--- config.mk ---
export PLATFORM = sky130hd
export DESIGN_NAME = linked_list_free_list_engine_flat
export DESIGN_NICKNAME = d
export VERILOG_FILES = /design/src/rtl/llfl_pkg.sv /design/src/rtl/llfl_chan_if.sv /design/src/rtl/llfl_ram.sv /design/src/rtl/llfl_front.sv /design/src/rtl/llfl_back.sv /design/src/rtl/linked_list_free_list_engine.sv /design/src/flat_wrapper.sv
export SDC_FILE = /design/constraint.sdc
export NUM_CORES = 2
export LEC_CHECK = 0
export BUFFER_PORTS_ARGS = -buffer_cell sky130_fd_sc_hd__buf_2
export CAP_MARGIN = 10
export CORE_ASPECT_RATIO = 0.9
export CORE_MARGIN = 2
export CORE_UTILIZATION = 50
export CTS_CLUSTER_DIAMETER = 200
export DETAILED_ROUTE_END_ITERATION = 10
export HOLD_SLACK_MARGIN = 0.02
export PLACE_DENSITY = 0.66
export SYNTH_ARGS = -nofsm -noshare
export SYNTH_HDL_FRONTEND = slang
export SYNTH_HIERARCHICAL = 1
export SYNTH_SLANG_ARGS = --single-unit
--- constraint.sdc ---
create_clock -name clk -period 13.7 [get_ports clk]
set_input_delay 0.685 -clock clk [delete_from_list [all_inputs] [get_ports clk]]
set_output_delay 0.685 -clock clk [all_outputs]
set_load 0.01 [all_outputs]
--- src/rtl/llfl_pkg.sv ---
`default_nettype none

package llfl_pkg;

  // Field widths of the command and result words
  localparam int CMD_W  = 2;
  localparam int KEY_W  = 64;
  localparam int PAY_W  = 64;
  localparam int STAT_W = 2;
  localparam int SLOT_W = 4;

  // Most entries that one list command reports
  localparam int LIST_CAP = 16;

  typedef enum logic [CMD_W-1:0] {
    OP_APPEND = 2'd0,
    OP_DELETE = 2'd1,
    OP_LIST   = 2'd2,
    OP_NONE   = 2'd3
  } op_t;

  typedef enum logic [STAT_W-1:0] {
    ST_OK       = 2'd0,
    ST_FULL     = 2'd1,
    ST_NOTFOUND = 2'd2,
    ST_EMPTY    = 2'd3
  } status_t;

  typedef enum logic [3:0] {
    BK_IDLE,
    BK_APP_RD,
    BK_APP_WR,
    BK_APP_LINK,
    BK_DEL_RD,
    BK_DEL_CMP,
    BK_DEL_UNLINK,
    BK_DEL_FREE,
    BK_LST_RD,
    BK_LST_CAP,
    BK_EMIT
  } back_state_t;

  // Classified command word passed from front to back
  typedef struct packed {
    op_t              op;
    logic [KEY_W-1:0] key;
    logic [PAY_W-1:0] payload;
  } cmd_t;

endpackage

`default_nettype wire

--- src/rtl/llfl_chan_if.sv ---
`default_nettype none

// Command channel
interface llfl_in_if;
  import llfl_pkg::*;

  logic             valid;
  logic             ready;
  logic [CMD_W-1:0] command;
  logic [KEY_W-1:0] key;
  logic [PAY_W-1:0] payload;

  modport source (output valid, output command, output key, output payload, input ready);
  modport sink   (input valid, input command, input key, input payload, output ready);
endinterface

// Result channel
interface llfl_out_if;
  import llfl_pkg::*;

  logic              valid;
  logic              ready;
  logic [STAT_W-1:0] status;
  logic [SLOT_W-1:0] slot;
  logic [KEY_W-1:0]  entry_key;
  logic [PAY_W-1:0]  entry_payload;
  logic              last;

  modport source (output valid, output status, output slot, output entry_key,
                  output entry_payload, output last, input ready);
  modport sink   (input valid, input status, input slot, input entry_key,
                  input entry_payload, input last, output ready);
endinterface

`default_nettype wire

--- src/rtl/llfl_ram.sv ---
`default_nettype none

module llfl_ram #(
  parameter int WIDTH = 8,
  parameter int DEPTH = 16
) (
  input  wire logic                     clk,
  input  wire logic                     we,
  input  wire logic [$clog2(DEPTH)-1:0] waddr,
  input  wire logic [WIDTH-1:0]         wdata,
  input  wire logic [$clog2(DEPTH)-1:0] raddr,
  output logic      [WIDTH-1:0]         rdata
);

  logic [WIDTH-1:0] mem_r [DEPTH];

  // Write port
  always_ff @(posedge clk) begin
    if (we) begin
      mem_r[waddr] <= wdata;
    end
  end

  // Registered read, old data on a same-address write
  always_ff @(posedge clk) begin
    rdata <= mem_r[raddr];
  end

endmodule

`default_nettype wire

--- src/rtl/llfl_front.sv ---
`default_nettype none

module llfl_front (
  input  wire logic          clk,
  input  wire logic          rst_n,
  llfl_in_if.sink            in_ch,
  output logic               cmd_valid,
  input  wire logic          cmd_ready,
  output llfl_pkg::cmd_t     cmd
);
  import llfl_pkg::*;

  localparam int QD = 2;

  cmd_t                   q_r [QD];
  logic [$clog2(QD)-1:0]  wr_ptr_r, wr_ptr_nxt;
  logic [$clog2(QD)-1:0]  rd_ptr_r, rd_ptr_nxt;
  logic [$clog2(QD+1)-1:0] cnt_r, cnt_nxt;
  op_t                    op_in;
  logic                   accept;
  logic                   push;
  logic                   pop;

  // Classify the incoming word; drop unused commands here
  assign op_in        = op_t'(in_ch.command);
  assign in_ch.ready  = (cnt_r != ($clog2(QD+1))'(QD));
  assign accept       = in_ch.valid && in_ch.ready;
  assign push         = accept && (op_in != OP_NONE);

  assign cmd_valid    = (cnt_r != '0);
  assign cmd          = q_r[rd_ptr_r];
  assign pop          = cmd_valid && cmd_ready;

  // Advance queue pointers and fill count
  always_comb begin
    wr_ptr_nxt = push ? wr_ptr_r + 1'b1 : wr_ptr_r;
    rd_ptr_nxt = pop  ? rd_ptr_r + 1'b1 : rd_ptr_r;
    cnt_nxt    = cnt_r;
    if (push && !pop) begin
      cnt_nxt = cnt_r + 1'b1;
    end else if (pop && !push) begin
      cnt_nxt = cnt_r - 1'b1;
    end
  end

  always_ff @(posedge clk) begin
    if (!rst_n) begin
      wr_ptr_r <= '0;
      rd_ptr_r <= '0;
      cnt_r    <= '0;
    end else begin
      wr_ptr_r <= wr_ptr_nxt;
      rd_ptr_r <= rd_ptr_nxt;
      cnt_r    <= cnt_nxt;
    end
  end

  // Hold queued words
  always_ff @(posedge clk) begin
    if (push) begin
      q_r[wr_ptr_r] <= '{op: op_in, key: in_ch.key, payload: in_ch.payload};
    end
  end

endmodule

`default_nettype wire

--- src/rtl/llfl_back.sv ---
`default_nettype none

module llfl_back #(
  parameter int SLOTS = 16
) (
  input  wire logic          clk,
  input  wire logic          rst_n,
  input  wire logic          cmd_valid,
  output logic               cmd_ready,
  input  wire llfl_pkg::cmd_t cmd,
  llfl_out_if.source         out_ch
);
  import llfl_pkg::*;

  localparam int IW       = $clog2(SLOTS);
  localparam int LW       = $clog2(SLOTS + 1);
  localparam int KPW      = KEY_W + PAY_W;
  localparam int LIST_LIM = (SLOTS < LIST_CAP) ? SLOTS : LIST_CAP;
  localparam logic [LW-1:0] NIL = LW'(SLOTS);

  back_state_t state_r, state_nxt;

  // Pool bookkeeping
  logic [LW-1:0] list_head_r, list_head_nxt;
  logic [LW-1:0] free_head_r, free_head_nxt;
  logic [LW-1:0] tail_r, tail_nxt;
  logic [LW-1:0] hw_r, hw_nxt;

  // Walk registers
  logic [LW-1:0] cur_r, cur_nxt;
  logic [LW-1:0] prev_r, prev_nxt;
  logic [LW-1:0] next_r, next_nxt;
  logic [LW-1:0] cnt_r, cnt_nxt;
  logic [LW-1:0] cnt_inc;
  logic [KEY_W-1:0] key_r, key_nxt;
  logic [PAY_W-1:0] pay_r, pay_nxt;

  // Pending result
  status_t           res_status_r, res_status_nxt;
  logic [SLOT_W-1:0] res_slot_r, res_slot_nxt;
  logic [KEY_W-1:0]  res_key_r, res_key_nxt;
  logic [PAY_W-1:0]  res_pay_r, res_pay_nxt;
  logic              res_last_r, res_last_nxt;

  // Output register
  logic              out_valid_r, out_valid_nxt;
  status_t           out_status_r, out_status_nxt;
  logic [SLOT_W-1:0] out_slot_r, out_slot_nxt;
  logic [KEY_W-1:0]  out_key_r, out_key_nxt;
  logic [PAY_W-1:0]  out_pay_r, out_pay_nxt;
  logic              out_last_r, out_last_nxt;
  logic              out_free;

  // Memory ports
  logic [IW-1:0]  rd_addr;
  logic           lk_we;
  logic [IW-1:0]  lk_waddr;
  logic [LW-1:0]  lk_wdata;
  logic [LW-1:0]  lk_rdata;
  logic           kp_we;
  logic [IW-1:0]  kp_waddr;
  logic [KPW-1:0] kp_wdata;
  logic [KPW-1:0] kp_rdata;
  logic           key_hit;

  function automatic logic is_slot(input logic [LW-1:0] v);
    return v < NIL;
  endfunction

  llfl_ram #(.WIDTH(LW), .DEPTH(SLOTS)) u_link_ram (
    .clk   (clk),
    .we    (lk_we),
    .waddr (lk_waddr),
    .wdata (lk_wdata),
    .raddr (rd_addr),
    .rdata (lk_rdata)
  );

  llfl_ram #(.WIDTH(KPW), .DEPTH(SLOTS)) u_entry_ram (
    .clk   (clk),
    .we    (kp_we),
    .waddr (kp_waddr),
    .wdata (kp_wdata),
    .raddr (rd_addr),
    .rdata (kp_rdata)
  );

  assign cnt_inc   = cnt_r + LW'(1);
  assign key_hit   = (kp_rdata[KPW-1:PAY_W] == key_r);
  assign out_free  = !out_valid_r || out_ch.ready;
  assign cmd_ready = (state_r == BK_IDLE);

  assign out_ch.valid         = out_valid_r;
  assign out_ch.status        = out_status_r;
  assign out_ch.slot          = out_slot_r;
  assign out_ch.entry_key     = out_key_r;
  assign out_ch.entry_payload = out_pay_r;
  assign out_ch.last          = out_last_r;

  // Next state
  always_comb begin
    state_nxt = state_r;
    unique case (state_r)
      BK_IDLE: begin
        if (cmd_valid) begin
          case (cmd.op)
            OP_APPEND: state_nxt = is_slot(free_head_r) ? BK_APP_RD : BK_EMIT;
            OP_DELETE: state_nxt = BK_DEL_RD;
            OP_LIST:   state_nxt = is_slot(list_head_r) ? BK_LST_RD : BK_EMIT;
            default:   state_nxt = BK_IDLE;
          endcase
        end
      end
      BK_APP_RD:   state_nxt = BK_APP_WR;
      BK_APP_WR:   state_nxt = is_slot(list_head_r) ? BK_APP_LINK : BK_EMIT;
      BK_APP_LINK: state_nxt = BK_EMIT;
      BK_DEL_RD:   state_nxt = is_slot(cur_r) ? BK_DEL_CMP : BK_EMIT;
      BK_DEL_CMP: begin
        if (key_hit) begin
          state_nxt = BK_DEL_UNLINK;
        end else if (!is_slot(lk_rdata) || (cnt_inc == NIL)) begin
          state_nxt = BK_EMIT;
        end
      end
      BK_DEL_UNLINK: state_nxt = BK_DEL_FREE;
      BK_DEL_FREE:   state_nxt = BK_EMIT;
      BK_LST_RD:     state_nxt = BK_LST_CAP;
      BK_LST_CAP:    state_nxt = BK_EMIT;
      BK_EMIT: begin
        if (out_free) begin
          state_nxt = res_last_r ? BK_IDLE : BK_LST_RD;
        end
      end
      default: state_nxt = BK_IDLE;
    endcase
  end

  // Datapath and memory control
  always_comb begin
    list_head_nxt  = list_head_r;
    free_head_nxt  = free_head_r;
    tail_nxt       = tail_r;
    hw_nxt         = hw_r;
    cur_nxt        = cur_r;
    prev_nxt       = prev_r;
    next_nxt       = next_r;
    cnt_nxt        = cnt_r;
    key_nxt        = key_r;
    pay_nxt        = pay_r;
    res_status_nxt = res_status_r;
    res_slot_nxt   = res_slot_r;
    res_key_nxt    = res_key_r;
    res_pay_nxt    = res_pay_r;
    res_last_nxt   = res_last_r;
    out_valid_nxt  = out_valid_r && !out_ch.ready;
    out_status_nxt = out_status_r;
    out_slot_nxt   = out_slot_r;
    out_key_nxt    = out_key_r;
    out_pay_nxt    = out_pay_r;
    out_last_nxt   = out_last_r;
    rd_addr        = cur_r[IW-1:0];
    lk_we          = 1'b0;
    lk_waddr       = cur_r[IW-1:0];
    lk_wdata       = NIL;
    kp_we          = 1'b0;
    kp_waddr       = cur_r[IW-1:0];
    kp_wdata       = {key_r, pay_r};

    unique case (state_r)
      // Take a command and set up its walk or its early status
      BK_IDLE: begin
        if (cmd_valid) begin
          key_nxt      = cmd.key;
          pay_nxt      = cmd.payload;
          cnt_nxt      = '0;
          cur_nxt      = list_head_r;
          prev_nxt     = NIL;
          res_slot_nxt = '0;
          res_key_nxt  = '0;
          res_pay_nxt  = '0;
          res_last_nxt = 1'b1;
          case (cmd.op)
            OP_APPEND: res_status_nxt = ST_FULL;
            OP_LIST:   res_status_nxt = ST_EMPTY;
            default:   res_status_nxt = ST_NOTFOUND;
          endcase
        end
      end
      // Fetch the link of the free head
      BK_APP_RD: begin
        rd_addr = free_head_r[IW-1:0];
      end
      // Pop the free head, fill the slot, close its link
      BK_APP_WR: begin
        free_head_nxt = (free_head_r < hw_r) ? lk_rdata : free_head_r + LW'(1);
        if (free_head_r == hw_r) begin
          hw_nxt = hw_r + LW'(1);
        end
        lk_we    = 1'b1;
        lk_waddr = free_head_r[IW-1:0];
        lk_wdata = NIL;
        kp_we    = 1'b1;
        kp_waddr = free_head_r[IW-1:0];
        cur_nxt  = free_head_r;
        if (!is_slot(list_head_r)) begin
          list_head_nxt = free_head_r;
          tail_nxt      = free_head_r;
        end
        res_status_nxt = ST_OK;
        res_slot_nxt   = SLOT_W'(free_head_r);
        res_key_nxt    = key_r;
        res_pay_nxt    = pay_r;
        res_last_nxt   = 1'b1;
      end
      // Link the new slot behind the tail
      BK_APP_LINK: begin
        lk_we    = 1'b1;
        lk_waddr = tail_r[IW-1:0];
        lk_wdata = cur_r;
        tail_nxt = cur_r;
      end
      BK_DEL_RD: begin
        rd_addr = cur_r[IW-1:0];
      end
      // Compare one entry per cycle, reading the next one behind it
      BK_DEL_CMP: begin
        if (key_hit) begin
          next_nxt       = lk_rdata;
          res_status_nxt = ST_OK;
          res_slot_nxt   = SLOT_W'(cur_r);
          res_key_nxt    = kp_rdata[KPW-1:PAY_W];
          res_pay_nxt    = kp_rdata[PAY_W-1:0];
        end else if (is_slot(lk_rdata) && (cnt_inc != NIL)) begin
          prev_nxt = cur_r;
          cur_nxt  = lk_rdata;
          cnt_nxt  = cnt_inc;
          rd_addr  = lk_rdata[IW-1:0];
        end
      end
      // Bridge over the removed slot
      BK_DEL_UNLINK: begin
        if (is_slot(prev_r)) begin
          lk_we    = 1'b1;
          lk_waddr = prev_r[IW-1:0];
          lk_wdata = next_r;
        end else begin
          list_head_nxt = next_r;
        end
        if (tail_r == cur_r) begin
          tail_nxt = prev_r;
        end
      end
      // Push the slot onto the free list
      BK_DEL_FREE: begin
        lk_we         = 1'b1;
        lk_waddr      = cur_r[IW-1:0];
        lk_wdata      = free_head_r;
        free_head_nxt = cur_r;
      end
      BK_LST_RD: begin
        rd_addr = cur_r[IW-1:0];
      end
      // Build one listed entry and advance
      BK_LST_CAP: begin
        res_status_nxt = ST_OK;
        res_slot_nxt   = SLOT_W'(cur_r);
        res_key_nxt    = kp_rdata[KPW-1:PAY_W];
        res_pay_nxt    = kp_rdata[PAY_W-1:0];
        res_last_nxt   = !is_slot(lk_rdata) || (cnt_inc == LW'(LIST_LIM));
        cur_nxt        = lk_rdata;
        cnt_nxt        = cnt_inc;
      end
      // Move the result word into the output register
      BK_EMIT: begin
        if (out_free) begin
          out_valid_nxt  = 1'b1;
          out_status_nxt = res_status_r;
          out_slot_nxt   = res_slot_r;
          out_key_nxt    = res_key_r;
          out_pay_nxt    = res_pay_r;
          out_last_nxt   = res_last_r;
        end
      end
      default: begin
      end
    endcase
  end

  // Control state
  always_ff @(posedge clk) begin
    if (!rst_n) begin
      state_r     <= BK_IDLE;
      list_head_r <= NIL;
      free_head_r <= '0;
      tail_r      <= NIL;
      hw_r        <= '0;
      out_valid_r <= 1'b0;
    end else begin
      state_r     <= state_nxt;
      list_head_r <= list_head_nxt;
      free_head_r <= free_head_nxt;
      tail_r      <= tail_nxt;
      hw_r        <= hw_nxt;
      out_valid_r <= out_valid_nxt;
    end
  end

  // Payload registers
  always_ff @(posedge clk) begin
    cur_r        <= cur_nxt;
    prev_r       <= prev_nxt;
    next_r       <= next_nxt;
    cnt_r        <= cnt_nxt;
    key_r        <= key_nxt;
    pay_r        <= pay_nxt;
    res_status_r <= res_status_nxt;
    res_slot_r   <= res_slot_nxt;
    res_key_r    <= res_key_nxt;
    res_pay_r    <= res_pay_nxt;
    res_last_r   <= res_last_nxt;
    out_status_r <= out_status_nxt;
    out_slot_r   <= out_slot_nxt;
    out_key_r    <= out_key_nxt;
    out_pay_r    <= out_pay_nxt;
    out_last_r   <= out_last_nxt;
  end

`ifndef ASSERT_OFF
  a_pop_real_slot: assert property (@(posedge clk) disable iff (!rst_n)
    (state_r == BK_APP_RD) |-> (free_head_r < NIL))
    else $error("append pops an empty free list");

  a_free_below_fill: assert property (@(posedge clk) disable iff (!rst_n)
    (free_head_r <= hw_r) && (hw_r <= NIL))
    else $error("free head beyond fill count");

  a_head_tail_agree: assert property (@(posedge clk) disable iff (!rst_n)
    (list_head_r == NIL) == (tail_r == NIL))
    else $error("list head and tail disagree on emptiness");
`endif

endmodule

`default_nettype wire

--- src/rtl/linked_list_free_list_engine.sv ---
// Path, word accepted to result word: the front queue, then the back end states. Append reads,
//   writes and, onto a non-empty list, links, then emits; delete compares entries until a hit
//   (then unlinks and frees) or the end; list reads, captures and emits each entry; full or empty emits.
// Throughput: one command at a time in the back end; a delete compares one entry
//   per cycle, a list takes each entry through a read, a capture and an emit state.
// Reset: synchronous, active low; lists empty, free list held by a fill count, no clearing pass.
`default_nettype none

module linked_list_free_list_engine #(
  parameter int SLOTS = 16
) (
  input  wire logic  clk,
  input  wire logic  rst_n,
  llfl_in_if.sink    in_ch,
  llfl_out_if.source out_ch
);
  import llfl_pkg::*;

  logic cmd_valid;
  logic cmd_ready;
  cmd_t cmd;

  llfl_front u_front (
    .clk       (clk),
    .rst_n     (rst_n),
    .in_ch     (in_ch),
    .cmd_valid (cmd_valid),
    .cmd_ready (cmd_ready),
    .cmd       (cmd)
  );

  llfl_back #(.SLOTS(SLOTS)) u_back (
    .clk       (clk),
    .rst_n     (rst_n),
    .cmd_valid (cmd_valid),
    .cmd_ready (cmd_ready),
    .cmd       (cmd),
    .out_ch    (out_ch)
  );

endmodule

`default_nettype wire
--- src/flat_wrapper.sv ---
// flat-port wrapper written by rule: the top's interface ports become plain ports
module linked_list_free_list_engine_flat import llfl_pkg::*;
#(
  parameter int SLOTS = 16
)
  (clk, rst_n, in_ch_valid, in_ch_command, in_ch_key, in_ch_payload, in_ch_ready, out_ch_valid, out_ch_status, out_ch_slot, out_ch_entry_key, out_ch_entry_payload, out_ch_last, out_ch_ready);
  llfl_in_if in_ch_i ();
  llfl_out_if out_ch_i ();
  input  wire logic clk;
  input  wire logic rst_n;
  input wire logic [$bits(in_ch_i.valid)-1:0] in_ch_valid;
  input wire logic [$bits(in_ch_i.command)-1:0] in_ch_command;
  input wire logic [$bits(in_ch_i.key)-1:0] in_ch_key;
  input wire logic [$bits(in_ch_i.payload)-1:0] in_ch_payload;
  output wire logic [$bits(in_ch_i.ready)-1:0] in_ch_ready;
  output wire logic [$bits(out_ch_i.valid)-1:0] out_ch_valid;
  output wire logic [$bits(out_ch_i.status)-1:0] out_ch_status;
  output wire logic [$bits(out_ch_i.slot)-1:0] out_ch_slot;
  output wire logic [$bits(out_ch_i.entry_key)-1:0] out_ch_entry_key;
  output wire logic [$bits(out_ch_i.entry_payload)-1:0] out_ch_entry_payload;
  output wire logic [$bits(out_ch_i.last)-1:0] out_ch_last;
  input wire logic [$bits(out_ch_i.ready)-1:0] out_ch_ready;
  assign in_ch_i.valid = in_ch_valid;
  assign in_ch_i.command = in_ch_command;
  assign in_ch_i.key = in_ch_key;
  assign in_ch_i.payload = in_ch_payload;
  assign in_ch_ready = in_ch_i.ready;
  assign out_ch_valid = out_ch_i.valid;
  assign out_ch_status = out_ch_i.status;
  assign out_ch_slot = out_ch_i.slot;
  assign out_ch_entry_key = out_ch_i.entry_key;
  assign out_ch_entry_payload = out_ch_i.entry_payload;
  assign out_ch_last = out_ch_i.last;
  assign out_ch_i.ready = out_ch_ready;
  linked_list_free_list_engine #(.SLOTS(SLOTS)) u_core (.clk(clk), .rst_n(rst_n), .in_ch(in_ch_i), .out_ch(out_ch_i));
endmodule
==> impl_results.md <==
- Cts bufs inserted: 303
- Area after DPL: 113800 sq um
- Iter 0 DRT Violations: 5982
- P_sw: 8.465 mW
- Initial antenna violation count: 6
- P&R area growth vs syn: 14.33%
- Unrepaired setup endpoints after global routing: no
- P_int: 19.60 mW
- GPL Wtd Cong: 0.8275
- Cell taking the most area after synthesis: edfxtp_1
- Filler Cell Count: 15.58k
- Finished Cell Area: 124700 sq um
- Max-Cap Viols: 0
- Sequential share of the synthesized area: 80.22%
- Fin. Hold Viols: 0
- Initial Utilization: 50.35%
- Clock-pin slew on the worst setup and hold paths: 0.06 ns
- Crit-path cells: xnor2_1 -> nand4_1 -> nor4_1 -> nand4_1 -> a31oi_1 -> a221o_4 -> buf_12 -> buf_4 -> mux4_2 -> nor2b_1 -> a211oi_1 -> a21oi_1
- Synthesized Nets: 5097
- Final worst-path cycle share: 52.11%
- Residual DRC: 0
- Worst-Margin Slew: 1.188 ns
- Core footprint: 216700 sq um
- Leak: 40.03 nW
- Avg Vias per Cell: 6.110
- Sequential Area: 87530 sq um
- DIE HEIGHT: 447.1 microns
- Initial DRT Pass Iterations: 5
- Crit. End Element: register
- Total global routing overflow: 0
- Critical path data arrival time: 7.89 ns
- Site Rows: 162
- Seq pwr share: 46.0%
- Worst path bufs/invs: 2
- Slew Limit Fails: 0
- Synthesized area: 109100 sq um
- Num ports: 271
- Chip Width: 496.4 microns
- Top FF cell, synth: edfxtp_1
- Synth top area cells: edfxtp_1 (77%), mux4_2 (10%), dfxtp_1 (3.0%)
- Synth cell types: 65
- Multi-input logic area: 20420 sq um
- Post-synth EDFFs: 2806
- First-pass GRT wire length: 368700 microns
- Hold Path Class: input port to register
- Hold WS: 0.08662 ns
- CTS Buffer Depth: 4
- Yosys reg bits: 2969
- Clock sink count: 2969
- Status: complete, no violations
- Ys Warns: 6
- Delay-heaviest family, CP: compound AO/OA/AOI/OAI gates
- Max Clk Rate: 140.1 MHz
- Total Routing Usage GR: 23.12%
- Sw frac: 30.16%
- Post-DP HPWL: 131600 microns
- Most frequent CP cell: nand4_1
- Clock latency on the worst-skew pair: 0.96 ns
- Crit path launch type: register
- Wire per inst: 29.90 microns
- Placed Cells: 7955
- Type of the worst setup path: register to register
- Share of cells above drive strength 1: 25.51%
- Clock power share: 28.6%
- Share of flip-flops with an asynchronous set or reset: 0%
- Syn Inst Count: 4954
- Setup TNS: 0 ns
- Layout Cells excl Fill: 8616
- Die ar.: 222000 sq um
- Worst path slowest cell: buf_4
- Share of the synthesized area in the top cell type: 77.23%
- Gate power share: 25.4%
- Most common cell in the netlist: edfxtp_1
- P per Cell Area: 225.0 nW/um^2
- Clock root buffer: clkbuf_16
- Post-synth top cells: edfxtp_1 (2806), mux4_2 (496), a22oi_1 (235), nand2_1 (186), dfxtp_1 (163)
- Vias: 52.64k
- Crit-path max cell delay: 0.87 ns
- Fin nets: 5664
- CTS tree: built
- Post-Route WL: 257600 microns
- VDD IR max: 0.2247 mV
- Routed Antenna Nets: 0
- Slew HR: 20.77%
- I/O Buffers: 270
- Largest net degree at the start of global routing: 126
- Syn Area/Cell: 22.02 sq um
- Min Clock Period, post-route: 7.139 ns
- Final setup fails: 0
- WP data required: 14.46 ns
- Clock Skew: 0.08072 ns
- Vias in the first global route: 52.53k
- CP Max Fanout: 85
- H-Tree Depth: 5
==> area by class of cell <==
class / instances / share of cell area (%)
repair buffers: 508 / 2.839
inverters: 18 / 0.05818
well taps: 2870 / 2.879
multi-input cells: 1721 / 16.37
clock buffers: 410 / 6.631
diodes: 3 / 0.006019
clock inverters: 117 / 1.041
flip-flops and latches: 2969 / 70.17
==> routing by layer <==
metal | vias to the layer above | global-route usage (%) | wire, microns
li1 | 21800 | - | -
met1 | 28070 | 32.60 | 103900
met2 | 2346 | 37.57 | 126900
met3 | 416 | 3.751 | 19970
met4 | 6 | 6.644 | 6896
met5 | - | 0 | 38
==> cell families (layout without fill, tap and decap cells) <==
kind of cell	count (synthesis)	after routing	synth area share [%]
multiplexers	719	719	12.43
AND/OR/NAND/NOR	390	390	1.687
XOR/XNOR	83	83	0.6663
adder cells (fa/ha/maj)	9	9	0.1032
buffers and inverters	264	1053	1.257
flip-flops	2969	2969	80.22
AO/OA/AOI/OAI	520	520	3.629
other	0	3	0
==> state kept, by name, indices dropped and copies added, names as in the netlist, 4 cells and up, named ones only <==
register,flops
u_core/u_back/res_key_r,64
u_core/u_back/state_r,4
u_core/u_back/res_pay_r,64
u_core/u_back/tail_r,5
u_core/u_back/hw_r,5
u_core/u_back/res_slot_r,4
u_core/u_back/pay_r,64
u_core/u_back/u_entry_ram/rdata,128
u_core/u_back/u_entry_ram/mem_r,2048
u_core/u_back/u_link_ram/rdata,5
u_core/u_back/out_ch.slot,4
u_core/u_back/next_r,5
u_core/u_back/cnt_r,5
u_core/u_back/out_ch.entry_key,64
u_core/u_back/key_r,64
u_core/u_back/prev_r,5
u_core/u_back/cur_r,5
u_core/u_back/out_ch.entry_payload,64
u_core/u_back/free_head_r,5
u_core/u_back/u_link_ram/mem_r,80
u_core/u_back/list_head_r,5
u_core/u_front/q_r,260
==> worst reg2reg max path, delay by kind of cell, from the launching register on <==
family                    cells  cell delay, ns
DFF                           1            0.63
xor gates and xnor gates      1            0.48
muxes                         1            0.71
AOI/OAI and AO/OA             4            1.76
and+or+nand+nor               4            1.75
buffers and inverters         2            1.66
==> power groups by stage <==
stage,clock network (mW),logic (mW),registers [mW]
4_1_cts,8.17,7.21,12.9
2_1_floorplan,0,5.12,12.8
3_5_place_dp,0,7.15,13.1
5_1_grt,8.52,7.59,13.1
3_3_place_gp,0,7.11,13.0
6_report,8.04,7.13,12.9
==> path summary, 6_finish.rpt <==
kind | start | endpoint | slack, ns | depth (start not counted)
worst max register to register | u_core/u_back/key_r[36]$_DFFE_PP_ | u_core/u_back/u_entry_ram/rdata[110]$_DFF_P_ | 6.56 | 12
worst min register to register | u_core/u_back/res_key_r[13]$_DFFE_PP_ | u_core/u_back/out_ch.entry_key[13]$_DFFE_PP_ | 0.41 | 0
worst min-delay path | in_ch_key[1] | u_core/u_front/q_r[1][65]$_DFFE_PP_ | 0.09 | 1
worst max-delay path | u_core/u_back/key_r[36]$_DFFE_PP_ | u_core/u_back/u_entry_ram/rdata[110]$_DFF_P_ | 6.56 | 12
==> stage by stage <==
stage	utilization [%]	total power [mW]	worst slack, ns
2_1_floorplan	-	17.94	2.247
3_3_place_gp	52.54	20.12	6.649
3_5_place_dp	52.54	20.24	6.539
4_1_cts	57.55	28.30	6.536
5_1_grt	57.56	29.16	6.019
6_report	57.57	28.06	6.561
==> cells in the final DEF (no fill, tap or decap), types with 19 or more instances in the layout <==
cell | synthesis | routed
a22oi_1 | 235 | 235
buf_4 | 12 | 102
nand4_1 | 20 | 20
dlygate4sd3_1 | 0 | 128
a22o_1 | 133 | 133
o22ai_1 | 19 | 19
a211oi_1 | 19 | 19
nand2_1 | 186 | 186
mux4_2 | 496 | 496
o211ai_1 | 24 | 24
a21oi_1 | 32 | 32
nor2_1 | 46 | 31
nand3_1 | 31 | 31
clkinv_1 | 0 | 31
mux2i_1 | 93 | 93
buf_2 | 69 | 270
clkbuf_1 | 119 | 84
edfxtp_1 | 2806 | 2806
clkbuf_16 | 0 | 308
bufinv_16 | 0 | 28
mux2_2 | 130 | 130
xnor2_1 | 75 | 75
clkinv_2 | 0 | 45
dfxtp_1 | 163 | 162
==> timing repair <==
| action | in CTS | in global routing |
|---|---|---|
| resized for setup | 0 | 0 |
| endpoints found under the hold margin | 256 | 0 |
| hold buffers | 128 | 0 |
| setup buffers | 0 | 0 |
(Power assumes the default switching activity.)
